<file path="src/rtl/core/tfsp_sample_ctr.sv">
// row and column position of the sample stream, with final sample detect
`default_nettype none
module tfsp_sample_ctr #(
    parameter int DIM_WIDTH = 17
) (
    input  wire                  i_clk,
    input  wire                  i_rst_n,
    input  wire                  i_clear,
    input  wire                  i_step,
    input  wire [DIM_WIDTH-1:0]  i_cols,
    input  wire [DIM_WIDTH-1:0]  i_rows,
    output logic                 o_last
);

    logic [DIM_WIDTH-1:0] r_col;
    logic [DIM_WIDTH-1:0] r_row;
    logic [DIM_WIDTH-1:0] n_col;
    logic [DIM_WIDTH-1:0] n_row;
    logic [DIM_WIDTH:0]   col_inc;
    logic [DIM_WIDTH:0]   row_inc;

    // compare one bit wider so a count at the top of its range never matches
    assign col_inc = {1'b0, r_col} + {{DIM_WIDTH{1'b0}}, 1'b1};
    assign row_inc = {1'b0, r_row} + {{DIM_WIDTH{1'b0}}, 1'b1};
    assign o_last  = (col_inc == {1'b0, i_cols}) && (row_inc == {1'b0, i_rows});

    always_comb begin
        n_col = r_col;
        n_row = r_row;
        if (i_clear) begin
            n_col = '0;
            n_row = '0;
        end else if (i_step) begin
            if (col_inc[DIM_WIDTH-1:0] == i_cols) begin
                n_col = '0;
                n_row = row_inc[DIM_WIDTH-1:0];
            end else begin
                n_col = col_inc[DIM_WIDTH-1:0];
            end
        end
    end

    always_ff @(posedge i_clk) begin
        if (!i_rst_n) begin
            r_col <= '0;
            r_row <= '0;
        end else begin
            r_col <= n_col;
            r_row <= n_row;
        end
    end

endmodule
`default_nettype wire

</file>
<file path="config.mk">
export PLATFORM = sky130hd
export DESIGN_NAME = tfsp_sample_ctr
export DESIGN_NICKNAME = d
export VERILOG_FILES = /design/src/rtl/core/tfsp_sample_ctr.sv
export SDC_FILE = /design/constraint.sdc
export NUM_CORES = 1
export LEC_CHECK = 0
export ABC_AREA = 1
export BUFFER_PORTS_ARGS = -buffer_cell sky130_fd_sc_hd__buf_2
export CORE_ASPECT_RATIO = 0.9
export CORE_UTILIZATION = 55
export CTS_BUF_LIST = sky130_fd_sc_hd__clkbuf_8
export DETAILED_ROUTE_END_ITERATION = 10
export GPL_TIMING_DRIVEN = 1
export PLACE_DENSITY = 0.76
export SLEW_MARGIN = 20
export SYNTH_ARGS = -nofsm -noshare
export SYNTH_HDL_FRONTEND = slang
export SYNTH_SLANG_ARGS = --single-unit
</file>
<file path="constraint.sdc">
create_clock -name i_clk -period 2.7 [get_ports i_clk]
set_input_delay 0.54 -clock i_clk [delete_from_list [all_inputs] [get_ports i_clk]]
set_output_delay 0.54 -clock i_clk [all_outputs]
set_load 0.1 [all_outputs]
</file>
==> run_summary.xml <==
<?xml version="1.0" encoding="UTF-8"?>
<metrics>
  <group name="run_status">
    <metric name="status" unit="">complete, but fails checks</metric>
    <metric name="violations_in_the_final_reports" unit="">negative setup slack</metric>
  </group>
  <group name="final_layout">
    <metric name="proportion_of_layout_cells_with_a_drive_suffix_above_1" unit="%">22.4</metric>
    <metric name="finalNetCount" unit="">665</metric>
    <metric name="n_antenna_cell" unit="">0</metric>
    <metric name="area.growth.synth_to_final" unit="%">23.7</metric>
  </group>
  <group name="floorplan">
    <metric name="rows" unit="">25</metric>
    <metric name="die_width" unit="microns">81.6</metric>
    <metric name="core_area" unit="sq um">5380</metric>
    <metric name="io-pin-count" unit="">39</metric>
    <metric name="start_util" unit="%">58.2</metric>
    <metric name="die_height" unit="microns">73.6</metric>
    <metric name="floorplan.die_area" unit="sq um">6000</metric>
  </group>
  <group name="synthesis">
    <metric name="synthesized_net_count" unit="">598</metric>
    <metric name="synthesis.instances" unit="">558</metric>
    <metric name="yosys.cell_types.count" unit="">33</metric>
    <metric name="ys_seq_area_share" unit="%">21.7</metric>
    <metric name="post_synth.cell_area_avg" unit="sq um">5.61</metric>
    <metric name="netlist_area" unit="sq um">3130</metric>
    <metric name="yosys_warning_total" unit="">0</metric>
    <metric name="yosys_register_bits" unit="">34</metric>
  </group>
  <group name="job">
    <metric name="max_cap_viol_count" unit="">0</metric>
  </group>
  <group name="sta">
    <metric name="fin_tns_setup" unit="ps">-260</metric>
    <metric name="period_share" unit="%">110</metric>
    <metric name="finalWorstSetupSlack" unit="ps">-260</metric>
    <metric name="clock_skew_after_layout" unit="ps">8.52</metric>
    <metric name="drv_slew" unit="">0</metric>
    <metric name="maxClockFrequency" unit="MHz">338</metric>
    <metric name="max_slew.worst_pin.slew" unit="ps">638</metric>
    <metric name="report.final.hold_viol_count" unit="">0</metric>
    <metric name="rsz_0062_raised_after_global_routing" unit="">yes</metric>
    <metric name="timing.final.crit_period" unit="ps">2960</metric>
    <metric name="setup_violations_final" unit="">1</metric>
    <metric name="relSlewSlack" unit="%">57.4</metric>
  </group>
  <group name="pwr">
    <metric name="power.leakage" unit="nW">1.69</metric>
    <metric name="vdd_drop_max" unit="V">0.000233</metric>
    <metric name="power.density" unit="nW/um^2">258</metric>
    <metric name="p_total" unit="mW">1.00</metric>
  </group>
  <group name="drt">
    <metric name="drt_iter0_markers" unit="">253</metric>
    <metric name="num_vias" unit="">3728</metric>
    <metric name="detailedRoute.firstPassIterationCount" unit="">6</metric>
    <metric name="wirelength" unit="mm">9.22</metric>
    <metric name="vias_per_cell" unit="">5.39</metric>
    <metric name="post-route-drc-count" unit="">0</metric>
    <metric name="avgRoutedWirePerCell" unit="microns">13.3</metric>
    <metric name="antenna_violating_nets_post_route" unit="">0</metric>
  </group>
  <group name="place">
    <metric name="gp_routability_congestion" unit="">0.968</metric>
    <metric name="half_perimeter_wire_length_after_placement" unit="mm">6.70</metric>
    <metric name="io_buffer_count" unit="">38</metric>
  </group>
  <group name="critical_path">
    <metric name="worst_r2r_startpoint" unit="">r_col[1]</metric>
    <metric name="startpoint_type_of_the_worst_setup_path" unit="">flip-flop</metric>
    <metric name="endpoint_required_time_on_the_critical_path" unit="ps">2160</metric>
    <metric name="worst-r2r-cell-count" unit="">15</metric>
    <metric name="crit_fanout" unit="">8</metric>
    <metric name="timing.rr.end" unit="">r_row[1]</metric>
    <metric name="setup.reg_to_reg.worst_slack" unit="ps">170</metric>
    <metric name="cp.arrival" unit="ps">2420</metric>
    <metric name="worstSetupEndpointType" unit="">output pin</metric>
    <metric name="timing_worst_setup_path_type" unit="">reg2out</metric>
  </group>
  <group name="global_routing">
    <metric name="antenna_found_initial" unit="">0</metric>
    <metric name="track_usage" unit="%">32.0</metric>
    <metric name="overflow" unit="">0</metric>
    <metric name="pin_count_of_the_biggest_net_entering_global_routing" unit="">20</metric>
    <metric name="number_of_global_route_vias_before_repair" unit="">3153</metric>
    <metric name="wire_length_of_the_first_global_routing_pass" unit="mm">14.5</metric>
  </group>
  <group name="cts">
    <metric name="clock_tree.root_cell" unit="">sky130_fd_sc_hd__clkbuf_8</metric>
    <metric name="clock_tree.buffer_depth" unit="">2</metric>
    <metric name="clk-insertion-delay-late" unit="ps">290</metric>
    <metric name="cts_inserted_buffers" unit="">5</metric>
    <metric name="tritoncts_num_sinks" unit="">34</metric>
    <metric name="number_of_h_tree_levels" unit="">2</metric>
    <metric name="clkSlewWorstSetupHoldPaths" unit="ps">70</metric>
    <metric name="cts_tree" unit="">done</metric>
  </group>
  <group name="worst_hold_path">
    <metric name="hp-start" unit="">r_col[5]</metric>
    <metric name="min_path_type" unit="">reg2reg</metric>
    <metric name="worst_hold_path.num_cells" unit="">2</metric>
    <metric name="destination_of_the_worst_hold_path" unit="">r_col[5]</metric>
  </group>
</metrics>
## cell usage after synthesis, drive strengths merged
library cell  number  area, sq um
nand2            205          800
nor2              91          407
inv               63          236
nand3             58          313
dfxtp             34          681
nand4             25          156
a21oi             24          120
nand3b            11         82.6
clkbuf             8         32.5
xor2               8         70.1
xnor2              7         61.3
buf                6         37.5
nor3               6         30.0
o21ai              5         28.8
ha                 2         25.0
a21boi             1         7.51
and2               1         6.26
o2111ai            1         8.76
o21bai             1         7.51
xnor3              1         22.5
## flip-flops by register name, indices dropped and copies added (netlist names)
name and count:
r_col 17, r_row 17
## routing by layer
metal  part of all wire (%)  vias up  routed length, microns  global-route usage [%]
li1                       -     1908                       -                       -
met1                     45     1642                    4190                    44.1
met2                     44      165                    4080                    50.9
met3                    9.0       13                     827                    5.22
met4                    1.4        0                     131                    9.13
met5                      0        -                       0                       0
## what timing repair did
action	in CTS	in global routing
cloned	0	0
gates resized for setup	24	15
pin swaps	14	13
hold buffers	0	0
setup endpoints to repair	1	3
setup buffers	9	3
## final cells by class
type	instances	area [sq um]
Multi-Input combinational cell	447	2300
Fill cell	478	1500
Sequential cell	34	702
Timing Repair Buffer	74	475
Inverter	63	236
Tap cell	67	83.8
Clock buffer	5	68.8
Clock inverter	2	7.51
## power breakdown
part	internal [mW]	leakage, nW	switching (mW)
Combinational	0.0581	1.36	0.0810
Clock	0.170	0.0466	0.191
Sequential	0.499	0.280	0.00151
Total	0.727	1.69	0.273
## per-stage QoR
| step | cell area (sq um) | worst slack (ps) | hold slack [ps] | std cells | util, % |
|---|---|---|---|---|---|
| 3_3_place_gp | 3580 | -56.3 | 480 | 673 | 66.6 |
| 4_1_cts | 3810 | -145 | 497 | 689 | 70.8 |
| 6_report | 3880 | -260 | 510 | 692 | 72.0 |
| 2_1_floorplan | 3190 | -31.3 | 458 | 558 | - |
| 3_5_place_dp | 3580 | -84.8 | 486 | 673 | 66.6 |
| 5_1_grt | 3880 | -368 | 536 | 692 | 72.0 |
## worst max-delay path by stage
| stage | startpoint | to | depth (start not counted) |
|---|---|---|---|
| final | r_col[1] | o_last | 14 |
| after global routing | r_col[1] | o_last | 14 |
| after CTS | r_col[0] | o_last | 14 |
| after detailed placement | r_row[0] | o_last | 13 |
| after global placement | r_row[0] | o_last | 13 |
| after floorplan | r_col[1] | o_last | 14 |
## cells by family (layout without fill, tap and decap cells)
logic type | after synthesis | count (layout) | share of synthesized area (%)
compound gates | 32 | 32 | 5.51
flops | 34 | 34 | 21.7
fa+ha+maj | 2 | 2 | 0.799
simple gates | 397 | 397 | 57.3
buf+inv | 77 | 144 | 9.78
xor+xnor | 16 | 16 | 4.91
## layout by cell type, fill, tap and decap left out
master / n
sky130_fd_sc_hd__nand2_1: 192
sky130_fd_sc_hd__nor2_1: 69
sky130_fd_sc_hd__buf_12: 1
sky130_fd_sc_hd__o21ai_0: 1
sky130_fd_sc_hd__a21boi_0: 1
sky130_fd_sc_hd__nand3_2: 8
sky130_fd_sc_hd__xor2_1: 7
sky130_fd_sc_hd__nand3b_1: 11
sky130_fd_sc_hd__o21bai_1: 1
sky130_fd_sc_hd__nor2_4: 14
sky130_fd_sc_hd__nand3_1: 49
sky130_fd_sc_hd__o21ai_1: 2
sky130_fd_sc_hd__dfxtp_4: 4
sky130_fd_sc_hd__inv_1: 63
sky130_fd_sc_hd__xor2_2: 1
sky130_fd_sc_hd__dfxtp_1: 25
sky130_fd_sc_hd__clkbuf_8: 5
sky130_fd_sc_hd__xnor3_1: 1
sky130_fd_sc_hd__a21oi_1: 24
sky130_fd_sc_hd__nor2_2: 8
sky130_fd_sc_hd__nand4_1: 25
sky130_fd_sc_hd__nand2_4: 2
sky130_fd_sc_hd__dfxtp_2: 5
sky130_fd_sc_hd__buf_2: 37
sky130_fd_sc_hd__nand3_4: 1
sky130_fd_sc_hd__ha_4: 2
sky130_fd_sc_hd__o21ai_2: 2
sky130_fd_sc_hd__and2_1: 1
sky130_fd_sc_hd__xnor2_1: 7
sky130_fd_sc_hd__nand2_2: 11
sky130_fd_sc_hd__inv_2: 2
sky130_fd_sc_hd__nor3_1: 6
sky130_fd_sc_hd__buf_4: 36
sky130_fd_sc_hd__o2111ai_4: 1
## critical path, cell delays in order (launching register included)
cell                        delay (ps)
sky130_fd_sc_hd__dfxtp_4           370
sky130_fd_sc_hd__ha_4              170
sky130_fd_sc_hd__nand2_4            70
sky130_fd_sc_hd__nor2_4            280
sky130_fd_sc_hd__nand2_4            90
sky130_fd_sc_hd__nor2_2            120
sky130_fd_sc_hd__nand2_2            80
sky130_fd_sc_hd__nand2_2            70
sky130_fd_sc_hd__nor2_1             40
sky130_fd_sc_hd__nor2_1            120
sky130_fd_sc_hd__nand3_2           100
sky130_fd_sc_hd__nor2_4            150
sky130_fd_sc_hd__o2111ai_4         120
sky130_fd_sc_hd__nor2_4            160
sky130_fd_sc_hd__buf_12            180
Power figures use the tool's default switching activity.
